**src/hw/rtl/steering_odometry_integrator_top_defines.svh**
```systemverilog
// Assertion macros used by the top-level RTL file of the odometry integrator.
// Each macro expects clk and rst_n to exist in the module that uses it.
`ifndef STEERING_ODOMETRY_INTEGRATOR_TOP_DEFINES_SVH
`define STEERING_ODOMETRY_INTEGRATOR_TOP_DEFINES_SVH

`ifndef ASSERT_OFF
`define SOI_ASSERT_IMP(lbl, ante, cons) \
    lbl: assert property (@(posedge clk) disable iff (!rst_n) (ante) |-> (cons)) \
        else $error("odometry integrator check failed");
`define SOI_ASSERT_NXT(lbl, ante, cons) \
    lbl: assert property (@(posedge clk) disable iff (!rst_n) (ante) |=> (cons)) \
        else $error("odometry integrator check failed");
`else
`define SOI_ASSERT_IMP(lbl, ante, cons)
`define SOI_ASSERT_NXT(lbl, ante, cons)
`endif

`endif

```
**src/hw/rtl/soi_pkg.sv**
```systemverilog
package soi_pkg;

    localparam int ANGLE_W = 15;
    localparam int SPEED_W = 14;
    localparam int DT_W    = 16;
    localparam int ACC_W   = 32;
    localparam int VLAT_W  = 16;
    localparam int DB_W    = 14;
    localparam int GAIN_W  = 16;
    localparam int CFG_W   = 16;
    localparam int CFG_A_W = 2;
    localparam int IN_W    = 64;
    localparam int OUT_W   = 128;
    localparam int KIDX_W  = 4;
    localparam int DIV_W   = 16;

    localparam logic [DB_W-1:0]   DEADBAND_RESET = 14'd82;
    localparam logic [GAIN_W-1:0] YAW_GAIN_RESET = 16'd49275;
    localparam logic [DB_W-1:0]   ANGLE_CLAMP    = 14'd12867;
    localparam logic [31:0]       Q30_ONE        = 32'h4000_0000;

    // Horner step indexes: sine steps first, then cosine steps.
    localparam logic [KIDX_W-1:0] KIDX_SIN_LAST = 4'd3;
    localparam logic [KIDX_W-1:0] KIDX_LAST     = 4'd8;
    localparam logic [KIDX_W-1:0] DIV_LAST      = 4'd15;

    localparam logic [CFG_A_W-1:0] REG_DEADBAND = 2'd0;
    localparam logic [CFG_A_W-1:0] REG_YAW_GAIN = 2'd1;

    typedef enum logic [3:0] {
        OP_NONE,
        OP_LOAD,
        OP_X2,
        OP_HMUL,
        OP_RMUL,
        OP_TUPD,
        OP_SMUL,
        OP_NMUL,
        OP_DCHK,
        OP_DIV,
        OP_VLAT,
        OP_AXM,
        OP_AXA,
        OP_AYM,
        OP_AYA,
        OP_AHA
    } op_t;

    typedef enum logic [3:0] {
        ST_IDLE,
        ST_X2,
        ST_HMUL,
        ST_RMUL,
        ST_TUPD,
        ST_SMUL,
        ST_NMUL,
        ST_DCHK,
        ST_DIV,
        ST_VLAT,
        ST_AXM,
        ST_AXA,
        ST_AYM,
        ST_AYA,
        ST_AHA,
        ST_DONE
    } state_t;

    typedef struct packed {
        op_t               op;
        logic [KIDX_W-1:0] kidx;
    } dp_cmd_t;

    typedef struct packed {
        logic dead;
    } dp_status_t;

    // Divisor of each Horner step.
    function automatic logic [7:0] horner_k(input logic [KIDX_W-1:0] idx);
        logic [7:0] k;
        case (idx)
            4'd0:    k = 8'd72;
            4'd1:    k = 8'd42;
            4'd2:    k = 8'd20;
            4'd3:    k = 8'd6;
            4'd4:    k = 8'd90;
            4'd5:    k = 8'd56;
            4'd6:    k = 8'd30;
            4'd7:    k = 8'd12;
            4'd8:    k = 8'd2;
            default: k = 8'd1;
        endcase
        return k;
    endfunction

    // floor(2^32 / k); the quotient estimate is then low by at most one.
    function automatic logic [31:0] horner_recip(input logic [KIDX_W-1:0] idx);
        logic [31:0] r;
        case (idx)
            4'd0:    r = 32'd59652323;
            4'd1:    r = 32'd102261126;
            4'd2:    r = 32'd214748364;
            4'd3:    r = 32'd715827882;
            4'd4:    r = 32'd47721858;
            4'd5:    r = 32'd76695844;
            4'd6:    r = 32'd143165576;
            4'd7:    r = 32'd357913941;
            4'd8:    r = 32'd2147483648;
            default: r = 32'd0;
        endcase
        return r;
    endfunction

endpackage

```
**src/hw/rtl/soi_ctrl.sv**
```systemverilog
module soi_ctrl (
    input  logic                clk,
    input  logic                rst_n,
    input  logic                in_valid,
    output logic                in_ready,
    input  logic                out_slot_free,
    output logic                out_load,
    output soi_pkg::dp_cmd_t    cmd,
    input  soi_pkg::dp_status_t status
);
    import soi_pkg::*;

    state_t            state_reg;
    state_t            state_next;
    logic [KIDX_W-1:0] kidx_reg;
    logic [KIDX_W-1:0] kidx_next;
    logic [3:0]        div_cnt_reg;
    logic [3:0]        div_cnt_next;

    always_ff @(posedge clk or negedge rst_n)
    begin
        if (!rst_n)
        begin
            state_reg   <= ST_IDLE;
            kidx_reg    <= '0;
            div_cnt_reg <= '0;
        end
        else
        begin
            state_reg   <= state_next;
            kidx_reg    <= kidx_next;
            div_cnt_reg <= div_cnt_next;
        end
    end

    always_comb
    begin
        state_next   = state_reg;
        kidx_next    = kidx_reg;
        div_cnt_next = div_cnt_reg;
        cmd.op       = OP_NONE;
        cmd.kidx     = kidx_reg;
        in_ready     = 1'b0;
        out_load     = 1'b0;
        case (state_reg)
            ST_IDLE:
            begin
                in_ready = 1'b1;
                if (in_valid)
                begin
                    cmd.op     = OP_LOAD;
                    state_next = ST_X2;
                end
            end
            ST_X2:
            begin
                cmd.op     = OP_X2;
                kidx_next  = '0;
                state_next = status.dead ? ST_AXM : ST_HMUL;
            end
            ST_HMUL:
            begin
                cmd.op     = OP_HMUL;
                state_next = ST_RMUL;
            end
            ST_RMUL:
            begin
                cmd.op     = OP_RMUL;
                state_next = ST_TUPD;
            end
            ST_TUPD:
            begin
                cmd.op    = OP_TUPD;
                kidx_next = kidx_reg + 4'd1;
                if (kidx_reg == KIDX_SIN_LAST)
                begin
                    state_next = ST_SMUL;
                end
                else if (kidx_reg == KIDX_LAST)
                begin
                    state_next = ST_NMUL;
                end
                else
                begin
                    state_next = ST_HMUL;
                end
            end
            ST_SMUL:
            begin
                cmd.op     = OP_SMUL;
                state_next = ST_HMUL;
            end
            ST_NMUL:
            begin
                cmd.op     = OP_NMUL;
                state_next = ST_DCHK;
            end
            ST_DCHK:
            begin
                cmd.op       = OP_DCHK;
                div_cnt_next = '0;
                state_next   = ST_DIV;
            end
            ST_DIV:
            begin
                cmd.op       = OP_DIV;
                div_cnt_next = div_cnt_reg + 4'd1;
                if (div_cnt_reg == DIV_LAST)
                begin
                    state_next = ST_VLAT;
                end
            end
            ST_VLAT:
            begin
                cmd.op     = OP_VLAT;
                state_next = ST_AXM;
            end
            ST_AXM:
            begin
                cmd.op     = OP_AXM;
                state_next = ST_AXA;
            end
            ST_AXA:
            begin
                cmd.op     = OP_AXA;
                state_next = ST_AYM;
            end
            ST_AYM:
            begin
                cmd.op     = OP_AYM;
                state_next = ST_AYA;
            end
            ST_AYA:
            begin
                cmd.op     = OP_AYA;
                state_next = ST_AHA;
            end
            ST_AHA:
            begin
                cmd.op     = OP_AHA;
                state_next = ST_DONE;
            end
            ST_DONE:
            begin
                if (out_slot_free)
                begin
                    out_load   = 1'b1;
                    state_next = ST_IDLE;
                end
            end
            default:
            begin
                state_next = ST_IDLE;
            end
        endcase
    end

endmodule

```
**config.mk**
```make
export PLATFORM = sky130hd
export DESIGN_NAME = soi_ctrl
export DESIGN_NICKNAME = d
export VERILOG_FILES = /design/src/hw/rtl/steering_odometry_integrator_top_defines.svh /design/src/hw/rtl/soi_pkg.sv /design/src/hw/rtl/soi_ctrl.sv
export SDC_FILE = /design/constraint.sdc
export NUM_CORES = 1
export LEC_CHECK = 0
export BUFFER_PORTS_ARGS = -buffer_cell sky130_fd_sc_hd__buf_2
export CAP_MARGIN = 25
export CORE_ASPECT_RATIO = 1.25
export CORE_UTILIZATION = 24
export DETAILED_ROUTE_END_ITERATION = 16
export SYNTH_ARGS = -nofsm -noshare
export SYNTH_HDL_FRONTEND = slang
export SYNTH_SLANG_ARGS = --single-unit
```
**constraint.sdc**
```tcl
create_clock -name clk -period 2.3 [get_ports clk]
set_input_delay 0 -clock clk [delete_from_list [all_inputs] [get_ports clk]]
set_output_delay 0 -clock clk [all_outputs]
set_load 0.005 [all_outputs]
```
**After elaboration in Yosys (flattened, before gate mapping)**

Index checks and enable logic that the tools add are counted.

- Output and inout port bits: 10
- Input bits: 5
- Register bits: 12
- Word-level logic and storage cells: 44

- Muxes and demuxes: 14
- Eq/ne operators: 21
- Reductions and logical operators: 4
- Add/subtract/negate cells: 2

Operators with widths:

| operator | number |
|---|---|
| $pmux W4 S16 | 1 |
| $pmux W4 S15 | 1 |
| $eq A4 B4 Y1 const B | 10 |
| $eq A4 B3 Y1 const B | 4 |
| $mux W4 | 4 |
| $pmux W4 S2 | 2 |
| $eq A4 B2 Y1 const B | 3 |
| $add A4 B1 Y4 const B | 2 |
| $mux W3 | 2 |
| $ne A2 B2 Y1 const B | 3 |
| $eq A4 B1 Y1 const B | 1 |
| $logic_not A4 Y1 | 1 |
| $mux W1 | 4 |
| $reduce_bool A2 Y1 | 2 |
| $reduce_and A3 Y1 | 1 |

**Depth between registers and ports, before layout**

- Depth in word-level cells: 4
- Mapped depth: 5

**Worst setup path before layout**

Ideal clock, no wire load.

- Kind: register to register
- Start point: reg kidx_reg[0]
- End point: reg state_reg[1]
- Cell stages (with the launch flop): 5
- Slack: 0.687 ns
- Path buffers: 0
- Required time: 2.182 ns
- Setup time: 0.118 ns
- Arrival: 1.495 ns
- Cells stage by stage: dfrtp_1 > ha_1 > or3b_1 > a311o_1 > a21o_1

- Cells in the longest elaborated chain, start to end: 3

RTL lines:

| what | RTL line | text |
|---|---|---|
| from (decl) | soi_ctrl.sv:15 | `logic [KIDX_W-1:0] kidx_reg;` |
| from (signal assigned) | soi_ctrl.sv:31 | `kidx_reg <= kidx_next;` |
| $eq A4 B2 Y1 | soi_ctrl.sv:75 | `if (kidx_reg == KIDX_SIN_LAST)` |
| $mux W3 | soi_ctrl.sv:75 |  |
| $pmux W4 S16 | soi_ctrl.sv:45 | `case (state_reg)` |
| to (signal assigned) | soi_ctrl.sv:30 | `state_reg <= state_next;` |
| to (decl) | soi_ctrl.sv:13 | `state_t state_reg;` |

Every way passes these cells.
A chain may end at the register's enable or synchronous reset.

**Worst setup path in the final report**

Same ends and word-level chain as after synthesis.

==> flow_summary.yaml <==
routing:
  ant_nets: 0
  wl_per_cell_um: 14.7
  via_per_inst: 5.27
  dr.pass1.iters: 4
  vias: 717
  drtIter0Drc: 19
  finalWirelength_um: 2000
  drc: 0
global_route:
  track_usage_pct: 13.1
  grt_max_degree: 20
  antenna_found_initial: 0
  grt_pass1_vias: 702
  grt_remaining_overflow: 0
  grt_pass1_wl_um: 3350
critical_path:
  worstPathArrival_ns: 1.82
  cp-end-kind: "flop"
  path_class: "reg -> reg"
  critPathMaxFanout: 7
  path_cells: "ha_1 -> or3b_1 -> a311o_1 -> a21o_1"
  cp_slowest_cell: "dfrtp_1"
  start_kind: "flop"
  slowest_delay_ns: 0.44
  cp_num_buf_inv: 0
  crit_required_ns: 2.44
  cpLargestDelayFamily: "compound AO/OA/AOI/OAI gates"
cts:
  htreeDepth: 1
  cts_tree: "done"
  cts_resized: 0
  clock_latency_ns: 0.25
  root_buffer: "clkbuf_8"
  cts_buffers: 3
  cts.reportedPaths.clkPinSlew_ns: 0.06
  cts.sinks: 12
  cts_buffer_depth: 2
synthesis:
  synth_top_area_share_pct: 37.8
  synth_area_um2: 795
  seq_area_frac_synth_pct: 37.8
  avgSynthCellArea_um2: 9.13
  synth_mux_area_share_pct: 3.78
  yosys_register_bits: 12
  synth_top_family_by_area: "simple AND/OR/NAND/NOR gates"
  yosysTopAreaCell: "dfrtp_1"
  synth_nets: 95
  synth_xor_area_share_pct: 3.31
  synthAdderAreaFrac_pct: 4.72
  synth-simple-area-share_pct: 27.1
  synth_cells: 87
  ys_types: 35
  synth-warning-count: 0
  synth-compound-area-share_pct: 17.2
  synth_area_leaders: "dfrtp_1 38%, ha_1 4.7%, nand2_1 4.3%"
floorplan:
  io-pin-count: 15
  fp.dieW_um: 53.5
  core_area_um2: 3190
  fp-row-count: 23
  start_util_pct: 24.9
  dieArea_um2: 3550
  die_y_um: 66.3
final_layout:
  drive_above_1_share_pct: 19.2
  multi_input_comb_area_um2: 445
  final-seq-area_um2: 300
  diodes: 0
  syn_to_final_growth_pct: 18.6
  fin_cells: 136
  layout.nets: 108
  nFillCells: 332
timing:
  slew_viol_final: 0
  rsz0062_at_grt: "false"
  max_freq_ghz: 0.594
  relSlewSlack_pct: 54.3
  post-route-period-util_pct: 73.2
  tns_ns: 0
  skew_ns: 0.00210
  max_slew.worst_pin.slew_ns: 0.686
  hold_viol_final: 0
  min_period_ns: 1.68
  setup_viol: 0
power_and_ir_drop:
  max-vdd-ir-drop_uv: 384
  internal-power_uw: 750
  sw_frac_of_total_pct: 44.5
  switchingPower_uw: 600
  clkPwrFrac_pct: 17.9
  pwr-share-seq_pct: 40.8
  p_comb_share_pct: 41.3
  p_leak_nw: 0.438
  power_density_nw_per_um2: 1430
placed_design:
  place_inst: 131
  place_congestion: 0.707
  dp_hpwl_um: 1410
  numPortBuffers: 14
job:
  maxCapViolCount: 0
min_path:
  min_path_type: "in -> reg"
outcome:
  outcome: "finished, final reports clean"
[worst paths after layout]
kind                                start             end  slack, ns  cells after the start
min in group asynchronous           rst_n    state_reg[2]       0.17                      2
hold / removal                   in_valid    state_reg[0]       0.11                      4
max in group asynchronous           rst_n  div_cnt_reg[3]       1.89                      2
setup reg to reg              kidx_reg[0]    state_reg[1]       0.62                      4
hold reg to reg            div_cnt_reg[3]  div_cnt_reg[3]       0.49                      1
setup / recovery              kidx_reg[0]    state_reg[1]       0.62                      4
[power groups by stage]
stage	registers [mW]	clock network, mW	logic, mW
finish	0.551	0.241	0.558
global route	0.574	0.254	0.634
CTS	0.546	0.243	0.567
detailed placement	0.552	0	0.562
global placement	0.539	0	0.539
floorplan	0.371	0	0.561
[worst reg2reg max path: stages, from the launching register on]
cell,delay [ns]
dfrtp_1,0.44
ha_1,0.23
or3b_1,0.38
a311o_1,0.36
a21o_1,0.17
[stage by stage]
| stage | worst slack [ns] | utilization, % | area [um^2] | hold WS [ns] | power (mW) |
|---|---|---|---|---|---|
| floorplan | 0.687 | - | 795 | -0.296 | 0.931 |
| global route | 0.524 | 29.5 | 942 | 0.143 | 1.46 |
| CTS | 0.617 | 29.5 | 942 | 0.113 | 1.36 |
| global placement | 0.676 | 27.5 | 877 | -0.0979 | 1.08 |
| detailed placement | 0.635 | 27.5 | 877 | -0.0864 | 1.11 |
| finish | 0.616 | 29.5 | 942 | 0.113 | 1.35 |
[logic make-up (layout without fill, tap and decap cells)]
group | Yosys count | after routing
compound gates | 19 | 19
xor+xnor | 3 | 3
fa+ha+maj | 3 | 3
buf+inv | 11 | 23
flops | 12 | 12
mux | 3 | 3
simple gates | 36 | 36
[placed cells by master (no fill, tap or decap), drive strengths merged, types with 2 or more instances in the layout]
| cell | instances |
|---|---|
| buf | 14 |
| dfrtp | 12 |
| nand2 | 9 |
| nand3 | 6 |
| inv | 4 |
| nor2 | 4 |
| clkbuf | 4 |
| mux2i | 3 |
| o2bb2ai | 3 |
| ha | 3 |
| o21ai | 3 |
| nor4 | 2 |
| xor2 | 2 |
| nand4 | 2 |
| a22oi | 2 |
| a21oi | 2 |
| o31ai | 2 |
| nor2b | 2 |
| nand3b | 2 |
| nor3 | 2 |
| a21o | 2 |
| nor4b | 2 |
[cells in the mapped netlist]
cell type,count
a211o_1,1
a21o_1,2
a21oi_1,2
a22oi_1,2
a311o_1,1
a31oi_1,1
a32oi_1,1
and2_1,1
buf_2,6
clkbuf_1,1
dfrtp_1,12
ha_1,3
inv_1,4
mux2i_1,3
nand2_1,9
nand3_1,6
nand3b_1,2
nand4_1,2
nand4b_1,1
nor2_1,4
nor2b_1,2
nor3_1,2
nor3b_1,1
nor4_1,2
nor4b_1,1
nor4b_4,1
o21ai_0,2
o21ai_1,1
o22ai_1,1
o2bb2ai_1,3
o31ai_1,2
or3b_1,1
or4b_1,1
xnor2_1,1
xor2_1,2
[what timing repair did]
item,4_1_cts,5_1_grt
hold endpoints to repair,12,0
setup buffers,0,0
hold buffers,1,0
[layout make-up]
class | count | area share (%)
Clock buffer | 4 | 5.84
Inverter | 4 | 1.59
Multi-Input combinational cell | 64 | 47.3
Sequential cell | 12 | 31.9
Tap cell | 37 | 4.91
Timing Repair Buffer | 15 | 8.50
[layer usage]
layer	global-route usage (%)	vias to the layer above	routed length (um)
li1	-	344	-
met1	15.5	352	879
met2	21.7	15	989
met3	2.99	6	86
met4	5.92	0	48
met5	0	-	0
Note: power is estimated with default switching activity, not from simulation.
