--- config.mk ---
export PLATFORM = sky130hd
export DESIGN_NAME = soi_datapath
export DESIGN_NICKNAME = d
export VERILOG_FILES = /design/src/hw/rtl/steering_odometry_integrator_top_defines.svh /design/src/hw/rtl/soi_pkg.sv /design/src/hw/rtl/soi_datapath.sv
export SDC_FILE = /design/constraint.sdc
export NUM_CORES = 2
export LEC_CHECK = 0
export ABC_AREA = 1
export ABC_CLOCK_PERIOD_IN_PS = 10400
export BUFFER_PORTS_ARGS = -buffer_cell sky130_fd_sc_hd__clkbuf_2
export CORE_MARGIN = 2
export CORE_UTILIZATION = 45
export CTS_CLUSTER_DIAMETER = 150
export DETAILED_ROUTE_END_ITERATION = 10
export GPL_ROUTABILITY_DRIVEN = 0
export GPL_TIMING_DRIVEN = 0
export SYNTH_ARGS = -nofsm -noshare
export SYNTH_HDL_FRONTEND = slang
export SYNTH_SLANG_ARGS = --single-unit
--- constraint.sdc ---
create_clock -name clk -period 10.4 [get_ports clk]
set_input_delay 2.08 -clock clk [delete_from_list [all_inputs] [get_ports clk]]
set_output_delay 2.08 -clock clk [all_outputs]
set_load 0.02 [all_outputs]
--- src/hw/rtl/steering_odometry_integrator_top_defines.svh ---
// Assertion macros used by the top-level RTL file of the odometry integrator.
// Each macro expects clk and rst_n to exist in the module that uses it.
`ifndef STEERING_ODOMETRY_INTEGRATOR_TOP_DEFINES_SVH
`define STEERING_ODOMETRY_INTEGRATOR_TOP_DEFINES_SVH

`ifndef ASSERT_OFF
`define SOI_ASSERT_IMP(lbl, ante, cons) \
    lbl: assert property (@(posedge clk) disable iff (!rst_n) (ante) |-> (cons)) \
        else $error("odometry integrator check failed");
`define SOI_ASSERT_NXT(lbl, ante, cons) \
    lbl: assert property (@(posedge clk) disable iff (!rst_n) (ante) |=> (cons)) \
        else $error("odometry integrator check failed");
`else
`define SOI_ASSERT_IMP(lbl, ante, cons)
`define SOI_ASSERT_NXT(lbl, ante, cons)
`endif

`endif

--- src/hw/rtl/soi_pkg.sv ---
package soi_pkg;

    localparam int ANGLE_W = 15;
    localparam int SPEED_W = 14;
    localparam int DT_W    = 16;
    localparam int ACC_W   = 32;
    localparam int VLAT_W  = 16;
    localparam int DB_W    = 14;
    localparam int GAIN_W  = 16;
    localparam int CFG_W   = 16;
    localparam int CFG_A_W = 2;
    localparam int IN_W    = 64;
    localparam int OUT_W   = 128;
    localparam int KIDX_W  = 4;
    localparam int DIV_W   = 16;

    localparam logic [DB_W-1:0]   DEADBAND_RESET = 14'd82;
    localparam logic [GAIN_W-1:0] YAW_GAIN_RESET = 16'd49275;
    localparam logic [DB_W-1:0]   ANGLE_CLAMP    = 14'd12867;
    localparam logic [31:0]       Q30_ONE        = 32'h4000_0000;

    // Horner step indexes: sine steps first, then cosine steps.
    localparam logic [KIDX_W-1:0] KIDX_SIN_LAST = 4'd3;
    localparam logic [KIDX_W-1:0] KIDX_LAST     = 4'd8;
    localparam logic [KIDX_W-1:0] DIV_LAST      = 4'd15;

    localparam logic [CFG_A_W-1:0] REG_DEADBAND = 2'd0;
    localparam logic [CFG_A_W-1:0] REG_YAW_GAIN = 2'd1;

    typedef enum logic [3:0] {
        OP_NONE,
        OP_LOAD,
        OP_X2,
        OP_HMUL,
        OP_RMUL,
        OP_TUPD,
        OP_SMUL,
        OP_NMUL,
        OP_DCHK,
        OP_DIV,
        OP_VLAT,
        OP_AXM,
        OP_AXA,
        OP_AYM,
        OP_AYA,
        OP_AHA
    } op_t;

    typedef enum logic [3:0] {
        ST_IDLE,
        ST_X2,
        ST_HMUL,
        ST_RMUL,
        ST_TUPD,
        ST_SMUL,
        ST_NMUL,
        ST_DCHK,
        ST_DIV,
        ST_VLAT,
        ST_AXM,
        ST_AXA,
        ST_AYM,
        ST_AYA,
        ST_AHA,
        ST_DONE
    } state_t;

    typedef struct packed {
        op_t               op;
        logic [KIDX_W-1:0] kidx;
    } dp_cmd_t;

    typedef struct packed {
        logic dead;
    } dp_status_t;

    // Divisor of each Horner step.
    function automatic logic [7:0] horner_k(input logic [KIDX_W-1:0] idx);
        logic [7:0] k;
        case (idx)
            4'd0:    k = 8'd72;
            4'd1:    k = 8'd42;
            4'd2:    k = 8'd20;
            4'd3:    k = 8'd6;
            4'd4:    k = 8'd90;
            4'd5:    k = 8'd56;
            4'd6:    k = 8'd30;
            4'd7:    k = 8'd12;
            4'd8:    k = 8'd2;
            default: k = 8'd1;
        endcase
        return k;
    endfunction

    // floor(2^32 / k); the quotient estimate is then low by at most one.
    function automatic logic [31:0] horner_recip(input logic [KIDX_W-1:0] idx);
        logic [31:0] r;
        case (idx)
            4'd0:    r = 32'd59652323;
            4'd1:    r = 32'd102261126;
            4'd2:    r = 32'd214748364;
            4'd3:    r = 32'd715827882;
            4'd4:    r = 32'd47721858;
            4'd5:    r = 32'd76695844;
            4'd6:    r = 32'd143165576;
            4'd7:    r = 32'd357913941;
            4'd8:    r = 32'd2147483648;
            default: r = 32'd0;
        endcase
        return r;
    endfunction

endpackage

--- src/hw/rtl/soi_datapath.sv ---
module soi_datapath (
    input  logic                           clk,
    input  logic                           rst_n,
    input  soi_pkg::dp_cmd_t               cmd,
    output soi_pkg::dp_status_t            status,
    input  logic signed [14:0]             steer_angle,
    input  logic signed [13:0]             left_speed,
    input  logic signed [13:0]             right_speed,
    input  logic [15:0]                    elapsed,
    input  logic                           cfg_wr_en,
    input  logic [soi_pkg::CFG_A_W-1:0]    cfg_addr,
    input  logic [soi_pkg::CFG_W-1:0]      cfg_wdata,
    output logic signed [31:0]             pos_x,
    output logic signed [31:0]             pos_y,
    output logic signed [31:0]             heading,
    output logic signed [13:0]             vel_long,
    output logic signed [15:0]             vel_lat
);
    import soi_pkg::*;

    logic [DB_W-1:0]   deadband_reg;
    logic [GAIN_W-1:0] yaw_gain_reg;

    logic        dead_reg;
    logic        angle_neg_reg;
    logic [13:0] vlong_reg;
    logic [15:0] dt_reg;
    logic [30:0] x_reg;
    logic [31:0] x2_reg;
    logic [30:0] t_reg;
    logic [31:0] p_reg;
    logic [31:0] q_reg;
    logic [30:0] s_reg;
    logic [30:0] c_reg;
    logic [55:0] prod_reg;
    logic [29:0] rem_reg;
    logic [15:0] num_lo_reg;
    logic [15:0] quo_reg;
    logic        ovf_reg;
    logic [15:0] vlat_reg;
    logic [31:0] acc_x_reg;
    logic [31:0] acc_y_reg;
    logic [31:0] acc_h_reg;

    // Input conditioning for the load step.
    logic [14:0] speed_sum;
    logic [14:0] angle_mag;
    logic [13:0] angle_clamped;
    logic        dead_in;

    assign speed_sum     = {left_speed[13], left_speed} + {right_speed[13], right_speed};
    assign angle_mag     = steer_angle[14] ? (~steer_angle + 15'd1) : steer_angle;
    assign dead_in       = (angle_mag <= {1'b0, deadband_reg});
    assign angle_clamped = (angle_mag > {1'b0, ANGLE_CLAMP}) ? ANGLE_CLAMP : angle_mag[13:0];

    // Shared signed multiplier; unsigned operands are zero extended.
    logic [13:0]        vmag;
    logic signed [32:0] mul_a;
    logic signed [32:0] mul_b;
    logic signed [65:0] prod;

    assign vmag = vlong_reg[13] ? (~vlong_reg + 14'd1) : vlong_reg;

    always_comb
    begin
        mul_a = '0;
        mul_b = '0;
        case (cmd.op)
            OP_X2:
            begin
                mul_a = {2'b00, x_reg};
                mul_b = {2'b00, x_reg};
            end
            OP_HMUL:
            begin
                mul_a = {1'b0, x2_reg};
                mul_b = {2'b00, t_reg};
            end
            OP_RMUL:
            begin
                mul_a = {1'b0, p_reg};
                mul_b = {1'b0, horner_recip(cmd.kidx)};
            end
            OP_SMUL:
            begin
                mul_a = {2'b00, x_reg};
                mul_b = {2'b00, t_reg};
            end
            OP_NMUL:
            begin
                mul_a = {19'd0, vmag};
                mul_b = {2'b00, s_reg};
            end
            OP_AXM:
            begin
                mul_a = {{19{vlong_reg[13]}}, vlong_reg};
                mul_b = {17'd0, dt_reg};
            end
            OP_AYM:
            begin
                mul_a = {{17{vlat_reg[15]}}, vlat_reg};
                mul_b = {17'd0, dt_reg};
            end
            OP_AYA:
            begin
                mul_a = prod_reg[32:0];
                mul_b = {17'd0, yaw_gain_reg};
            end
            default:
            begin
                mul_a = '0;
                mul_b = '0;
            end
        endcase
    end

    assign prod = mul_a * mul_b;

    // Horner step correction: the reciprocal estimate may be one short.
    logic [7:0]  kval;
    logic [15:0] kq_full;
    logic [7:0]  rmd;
    logic        fix;
    logic [31:0] qq;
    logic [31:0] t_new;

    assign kval    = horner_k(cmd.kidx);
    assign kq_full = q_reg[7:0] * kval;
    assign rmd     = p_reg[7:0] - kq_full[7:0];
    assign fix     = (rmd >= kval);
    assign qq      = q_reg + {31'd0, fix};
    assign t_new   = Q30_ONE - qq;

    // One restoring division step.
    logic [30:0] rem2;
    logic        div_ge;
    logic [30:0] rem_sub;

    assign rem2    = {rem_reg, num_lo_reg[15]};
    assign div_ge  = (rem2 >= c_reg);
    assign rem_sub = rem2 - c_reg;

    // Saturated lateral speed.
    logic        lat_neg;
    logic [16:0] mag17;
    logic [16:0] mag_sat;
    logic [16:0] mag_neg;

    assign lat_neg = vlong_reg[13] ^ angle_neg_reg;
    assign mag17   = {1'b0, quo_reg};

    always_comb
    begin
        if (lat_neg)
        begin
            mag_sat = (ovf_reg || (mag17 > 17'd32768)) ? 17'd32768 : mag17;
        end
        else
        begin
            mag_sat = (ovf_reg || (mag17 > 17'd32767)) ? 17'd32767 : mag17;
        end
    end

    assign mag_neg = 17'd0 - mag_sat;

    always_ff @(posedge clk or negedge rst_n)
    begin
        if (!rst_n)
        begin
            deadband_reg <= DEADBAND_RESET;
            yaw_gain_reg <= YAW_GAIN_RESET;
        end
        else if (cfg_wr_en)
        begin
            case (cfg_addr)
                REG_DEADBAND: deadband_reg <= cfg_wdata[DB_W-1:0];
                REG_YAW_GAIN: yaw_gain_reg <= cfg_wdata[GAIN_W-1:0];
                default:      ;
            endcase
        end
    end

    always_ff @(posedge clk or negedge rst_n)
    begin
        if (!rst_n)
        begin
            dead_reg  <= 1'b0;
            acc_x_reg <= '0;
            acc_y_reg <= '0;
            acc_h_reg <= '0;
        end
        else
        begin
            case (cmd.op)
                OP_LOAD: dead_reg  <= dead_in;
                OP_AXA:  acc_x_reg <= acc_x_reg + prod_reg[39:8];
                OP_AYA:  acc_y_reg <= acc_y_reg + prod_reg[39:8];
                OP_AHA:  acc_h_reg <= acc_h_reg + prod_reg[55:24];
                default: ;
            endcase
        end
    end

    always_ff @(posedge clk)
    begin
        case (cmd.op)
            OP_LOAD:
            begin
                vlong_reg     <= speed_sum[14:1];
                dt_reg        <= elapsed;
                angle_neg_reg <= steer_angle[14];
                x_reg         <= {angle_clamped, 17'd0};
                vlat_reg      <= '0;
            end
            OP_X2:
            begin
                x2_reg <= prod[61:30];
                t_reg  <= Q30_ONE[30:0];
            end
            OP_HMUL: p_reg <= prod[61:30];
            OP_RMUL: q_reg <= prod[63:32];
            OP_TUPD:
            begin
                if (cmd.kidx == KIDX_LAST)
                begin
                    c_reg <= (qq >= Q30_ONE) ? 31'd1 : t_new[30:0];
                end
                else
                begin
                    t_reg <= t_new[30:0];
                end
            end
            OP_SMUL:
            begin
                s_reg <= prod[60:30];
                t_reg <= Q30_ONE[30:0];
            end
            OP_NMUL: prod_reg <= prod[55:0];
            OP_DCHK:
            begin
                ovf_reg    <= ({2'b00, prod_reg[44:16]} >= c_reg);
                rem_reg    <= {1'b0, prod_reg[44:16]};
                num_lo_reg <= prod_reg[15:0];
                quo_reg    <= '0;
            end
            OP_DIV:
            begin
                rem_reg    <= div_ge ? rem_sub[29:0] : rem2[29:0];
                quo_reg    <= {quo_reg[14:0], div_ge};
                num_lo_reg <= {num_lo_reg[14:0], 1'b0};
            end
            OP_VLAT: vlat_reg <= lat_neg ? mag_neg[15:0] : mag_sat[15:0];
            OP_AXM:  prod_reg <= prod[55:0];
            OP_AYM:  prod_reg <= prod[55:0];
            OP_AYA:  prod_reg <= prod[55:0];
            default: ;
        endcase
    end

    assign status.dead = dead_reg;

    assign pos_x    = acc_x_reg;
    assign pos_y    = acc_y_reg;
    assign heading  = acc_h_reg;
    assign vel_long = vlong_reg;
    assign vel_lat  = vlat_reg;

endmodule

# [Yosys cells after proc, flatten, opt, wreduce, memory -nomap -nowiden]
# Memory sizes are Yosys's and may differ from the RTL's.
# Cells that the tools add are included.
[classes] n_addsub=11 n_mul=2 order_cmp=8 n_eq_ne=18 muxes=15 n_bitwise=3 reduce_logical=14
[op_table] operator="$pmux W33 S7" count=1
[op_table] operator="$pmux W32 S6" count=1
[op_table] operator="$add A32 B32 Y32" count=3
[op_table] operator="$pmux W16 S2" count=3
[op_table] operator="$mul A33 B33 Y64" count=1
[op_table] operator="$mux W16" count=4
[op_table] operator="$pmux W31 S2" count=1
[op_table] operator="$pmux W30 S2" count=1
[op_table] operator="$eq A4 B4 Y1 const B" count=9
[op_table] operator="$add A32 B1 Y32" count=1
[op_table] operator="$ge A32 B31 Y1 const B" count=1
[op_table] operator="$ge A29 B31 Y1" count=1
[op_table] operator="$ge A31 B31 Y1" count=1
[op_table] operator="$mux W31" count=1
[op_table] operator="$sub A31 B31 Y31 const A" count=1
[op_table] operator="$mux W30" count=1
[op_table] operator="$sub A30 B30 Y30" count=1
[op_table] operator="$eq A4 B3 Y1 const B" count=4
[op_table] operator="$gt A16 B15 Y1 const B" count=1
[op_table] operator="$gt A16 B16 Y1 const B" count=1
[op_table] operator="$sub A1 B16 Y16 const A" count=1
[op_table] operator="$add A14 B14 Y15" count=1
[op_table] operator="$add A15 B1 Y15 const B" count=1
[op_table] operator="$gt A15 B14 Y1 const B" count=1
[op_table] operator="20 further kinds" count=29
[totals] regBits=496 romBits=608 in_bits=88 word_cells=95 memories=2
[memory_table] memory="(name not given)" depth=16 word_bits=31 read_ports=1 rd_clocked_by_memory_dff=0 write_ports=0 line="soi_pkg.sv:98" text="case (idx)"
[memory_table] memory="(name not given)" depth=16 word_bits=7 read_ports=1 rd_clocked_by_memory_dff=0 write_ports=0 line="soi_pkg.sv:80" text="case (idx)"

# [Longest topological paths before layout]
# An unclocked memory read counts as a cell.
[logic_depth] word_depth=8 mapped_depth=47 mapped_depth_nobuf=46

# [Least setup slack after synthesis]
# No wires, ideal clock.
[synth_path] path_type="input-to-reg" start="input port cmd[6] (netlist bit)" end="register p_reg[25] (data pin)" setup_ns=0.191 t_arrival_ns=11.154 required_ns=10.209 setup_slack_ns=-0.945 stages=37 cell_sequence="inv_1 > nor2_1 > inv_1 > nor2_1 > nor2_1 > inv_2 > buf_2 > a22o_1 > a21oi_1 > nand2_1 > nor2_1 > inv_1 > buf_2 > nand2_1 > fa_1 > inv_1 > fa_1 > fa_1 > fa_1 > inv_1 > fa_1 > fa_1 > inv_1 > fa_1 > fa_1 > ha_1 > nand2_1 > nor2_1 > inv_1 > nor2_1 > inv_1 > nor2_1 > inv_1 > nor3_1 > nand2_1 > o211ai_1 > xor2_1"
[synth_via] elab_chain_cells=4
[synth_rtl] element="start: declaration" line="soi_datapath.sv:4" text="input soi_pkg::dp_cmd_t cmd,"
[synth_rtl] element="$eq A4 B3 Y1, or another cell as far along" line="soi_datapath.sv:68" text="case (cmd.op)"
[synth_rtl] element="$reduce_or A2 Y1 (no source line)"
[synth_rtl] element="$pmux W33 S7 / $pmux W32 S6 (equally long branches)" line="soi_datapath.sv:68"
[synth_rtl] element="$mul A33 B33 Y64 *" line="soi_datapath.sv:117" text="assign prod = mul_a * mul_b;"
[synth_rtl] element="net prod[55]" line="soi_datapath.sv:60" text="logic signed [65:0] prod;"
[synth_rtl] element="end signal: assignment" line="soi_datapath.sv:220" text="OP_HMUL: p_reg <= prod[61:30];"
[synth_rtl] element="end: declaration" line="soi_datapath.sv:31" text="logic [31:0] p_reg;"
# The timed path passes the listed nets; every way through them passes the cells marked *.
# A chain may end at the register's enable or synchronous reset.

# [Final worst setup path]
[layout_path] start="input port cmd[6] (netlist bit)" end="register s_reg[4] (data pin)"
[layout_via] elab_chain_cells=4
[layout_rtl] element="$eq A4 B3 Y1, or another cell as far along" line="soi_datapath.sv:68"
[layout_rtl] element="$reduce_or A2 Y1 (no source line)"
[layout_rtl] element="$pmux W33 S7 / $pmux W32 S6 (equally long branches)" line="soi_datapath.sv:68"
[layout_rtl] element="$mul A33 B33 Y64 *" line="soi_datapath.sv:117"
[layout_rtl] element="net prod[34]" line="soi_datapath.sv:60"
[layout_rtl] element="end signal: assignment" line="soi_datapath.sv:235" text="s_reg <= prod[60:30];"
[layout_rtl] element="end: declaration" line="soi_datapath.sv:33" text="logic [30:0] s_reg;"
# Marked as above.

==> summary.md <==
| Metric | Value |
|---|---|
| Startpoint types | `primary input` |
| WL final | `275000 microns` |
| Top Family by Delay on Critical Path | `adder cells` |
| Initial DRC count | `7760` |
| Peak VDD IR | `0.786 mV` |
| First-pass GRT wire length | `402000 microns` |
| Worst setup EP type | `flop` |
| Final Instance Area | `79700 sq um` |
| DRC Markers | `0` |
| Final WS setup | `0.0524 ns` |
| Placed Cells incl. Taps | `10900` |
| Top cell type's share of synthesized area | `31.6%` |
| Drt wl/cell | `24.6 microns` |
| Max FFs per register | `56` |
| Total leakage power | `38.4 nW` |
| Sequential area share after synthesis | `20.2%` |
| Clock Latency Late Sink | `0.66 ns` |
| CTS tree | `built` |
| Pins Over Slew Limit | `0` |
| WP data arrival | `10.69 ns` |
| Setup WS pre-CTS | `-3.13 ns` |
| Hold buffer count at CTS | `0` |
| Most frequent CP cell | `fa_1` |
| Final worst path period share | `99.5%` |
| I/O Buffers | `213` |
| Minimum clock period after layout | `10.35 ns` |
| Vias per cell | `5.63` |
| DR vias | `62900` |
| Largest cells by area after synthesis | `fa_1, edfxtp_1, nand2_1` |
| Reg2Reg Launch Point | `vel_long[1]` |
| Post-synth design cell area | `70500 sq um` |
| Filler Cells Inserted | `14900` |
| Die area | `160000 sq um` |
| Critical-path maximum fanout | `10` |
| Final std cells w/o fill | `11200` |
| Largest net degree at the start of global routing | `66` |
| Post-DP Area | `74400 sq um` |
| Critical hold path startpoint | `deadband_reg[10]` |
| TritonCTS Buffers | `53` |
| Hold_ws | `0.487 ns` |
| R2R setup slack | `0.79 ns` |
| Remaining Overflow, GRT | `0` |
| Synth Flop Type | `edfxtp_1` |
| Synthesis-to-finish area growth | `13.1%` |
| Synth Area per Inst | `8.17 sq um` |
| Ratio of cells with drive above 1 in the final layout | `10.6%` |
| Clock slew at reported path FFs | `0.07 ns` |
| Clock Sink Count | `496` |
| EDFF count, synth | `369` |
| RSZ-0062 raised after global routing | `yes` |
| R2r worst-path depth | `34` |
| DP Wirelength | `226000 microns` |
| H-tree Lvls | `2` |
| Async set or reset register ratio after synthesis | `25.6%` |
| Pwr Density | `331 nW/um^2` |
| Hold Path Depth | `2` |
| CP bufs+invs | `13` |
| GR Util All Layers | `34.7%` |
| Largest area contributor in the netlist | `fa_1` |
| Area of the core | `156000 sq um` |
| Fmax | `96.6 MHz` |
| Hold Crit Class | `reg2reg` |
| Cells after synthesis | `8628` |
| First drt pass iteration count | `7` |
| Cell Rows | `145` |
| Max-slew headroom | `9.13%` |
| Initial antenna violation count | `17` |
| Slowest cell on crit path | `fa_1` |
| DRT antenna net count | `0` |
| Reg2reg end | `s_reg[4]` |
| CP peak stage delay | `0.65 ns` |
| MaxCap Viol Count | `0` |
| Starting Density | `45.2%` |
| Die H | `400 microns` |
| Hold-critical path endpoint | `deadband_reg[10]` |
| Worst-margin pin slew | `1.36 ns` |
| Yosys warns | `0` |
| Clock buffer depth | `3` |
| Status | `completed` |
| Final Hold Fails | `0` |
| # IOs | `215` |
| Vias in the first global route | `61800` |
| Nets | `10700` |
| CP required | `10.75 ns` |
| Root buffer cell | `clkbuf_16` |
| Die width | `400 microns` |
| Total power | `26.4 mW` |
| Final setup vio count | `0` |
| Worst clock skew | `0.0467 ns` |
| CP Class | `in2reg` |
| Synth cell types | `63` |
| Flops & latches, synth | `496` |
worst max-delay path by stage:
| stage | from | end | slack [ns] | depth (start not counted) |
|---|---|---|---|---|
| after floorplan | cmd[5] | p_reg[25] | 0.13 | 37 |
| after global placement | cmd[5] | prod_reg[44] | -3.15 | 33 |
| after detailed placement | cmd[5] | prod_reg[52] | -3.13 | 34 |
| after CTS | cmd[5] | q_reg[18] | 0.004 | 36 |
| after global routing | cmd[6] | prod_reg[55] | -0.09 | 41 |
| final | cmd[6] | s_reg[4] | 0.05 | 35 |
timing repair:
| action | 4_1_cts | 5_1_grt |
|---|---|---|
| setup endpoints to repair | 167 | 155 |
| pin swaps | 50 | 44 |
| gates cloned | 2 | 0 |
| setup buffers | 92 | 48 |
| gates resized for setup | 318 | 315 |
stage by stage:
stage / utilization [%] / TNS [ns]
floorplan: - / 0
global placement: 47.6 / -430.30
detailed placement: 47.7 / -402.42
CTS: 50.3 / 0
global route: 51.1 / -1.51
finish: 51.2 / 0
cell usage in the layout (no fill, tap or decap), types with 57 or more instances in the layout:
cell type     n
nand2_1    2031
xor2_1       87
buf_4       140
nor2_1      862
fa_1       1099
inv_1      1803
nand4_1      83
nand3_1     260
dfrtp_1     116
o21ai_0     259
edfxtp_1    369
a21oi_1     297
clkbuf_1     73
xnor2_1      69
clkbuf_16    57
clkbuf_2    231
ha_1        377
metal layers:
layer	track usage, %	routed length, microns
met1	46.6	106000
met3	8.38	33700
met5	0	42
met4	21.7	21700
met2	50.3	114000
logic make-up (layout without fill, tap and decap cells):
family	Yosys count	after routing	synth area share (%)
AOI/OAI and AO/OA	826	826	6.74
xor gates and xnor gates	179	179	2.23
adders and majority gates	1522	1522	38.9
buffers and inverters	2114	2571	11.5
DFF	496	496	20.2
muxes	1	1	0.0160
other	2	39	0.0107
and+or+nand+nor	3488	3489	20.4
synthesized netlist by cell type (11+ instances only):
library cell  count
o21ai_0         276
a22oi_1          16
buf_2           111
or2_2            26
and3_1           15
a22o_1           34
a31oi_1          31
nand3b_1         21
xor2_1          108
nand3_1         271
clkbuf_1        119
inv_1          1829
dfstp_2          11
xnor2_1          70
nor2_2           12
a21boi_0         21
ha_1            408
nor4_1           14
o21bai_1         29
dfrtp_1         116
a21o_1           23
a211oi_1         11
o21a_1           20
nand4_1          83
edfxtp_1        369
o211ai_1         15
fa_1           1114
nor3_1           41
inv_2            33
nor2_1          897
a21oi_1         307
nand2_1        2060
where the power goes:
group	switching, mW	internal, mW	leakage [nW]
logic	12.9	7.03	32.6
registers	0.782	3.75	4.94
clock network	0.893	1.07	0.856
total	14.5	11.9	38.4
layout make-up:
class | instances | area, sq um | share of cell area (%)
clock buffers | 73 | 1510 | 1.89
plain buffers | 238 | 1680 | 2.11
repair buffers | 361 | 2740 | 3.43
multi-input cells | 6045 | 49500 | 62.1
well taps | 2058 | 2570 | 3.23
flip-flops and latches | 496 | 14300 | 17.9
clock inverters | 26 | 234 | 0.293
diodes | 11 | 27.5 | 0.0345
inverters | 1873 | 7150 | 8.97
worst register-to-register path: cells and delay by family, from the launching register on:
family / cells / cell delay (ns)
fa+ha+maj: 10 / 4.73
simple gates: 12 / 1.82
buf+inv: 9 / 1.07
xor+xnor: 1 / 0.61
flops: 1 / 0.57
compound gates: 2 / 0.51
(Power assumes the default switching activity.)
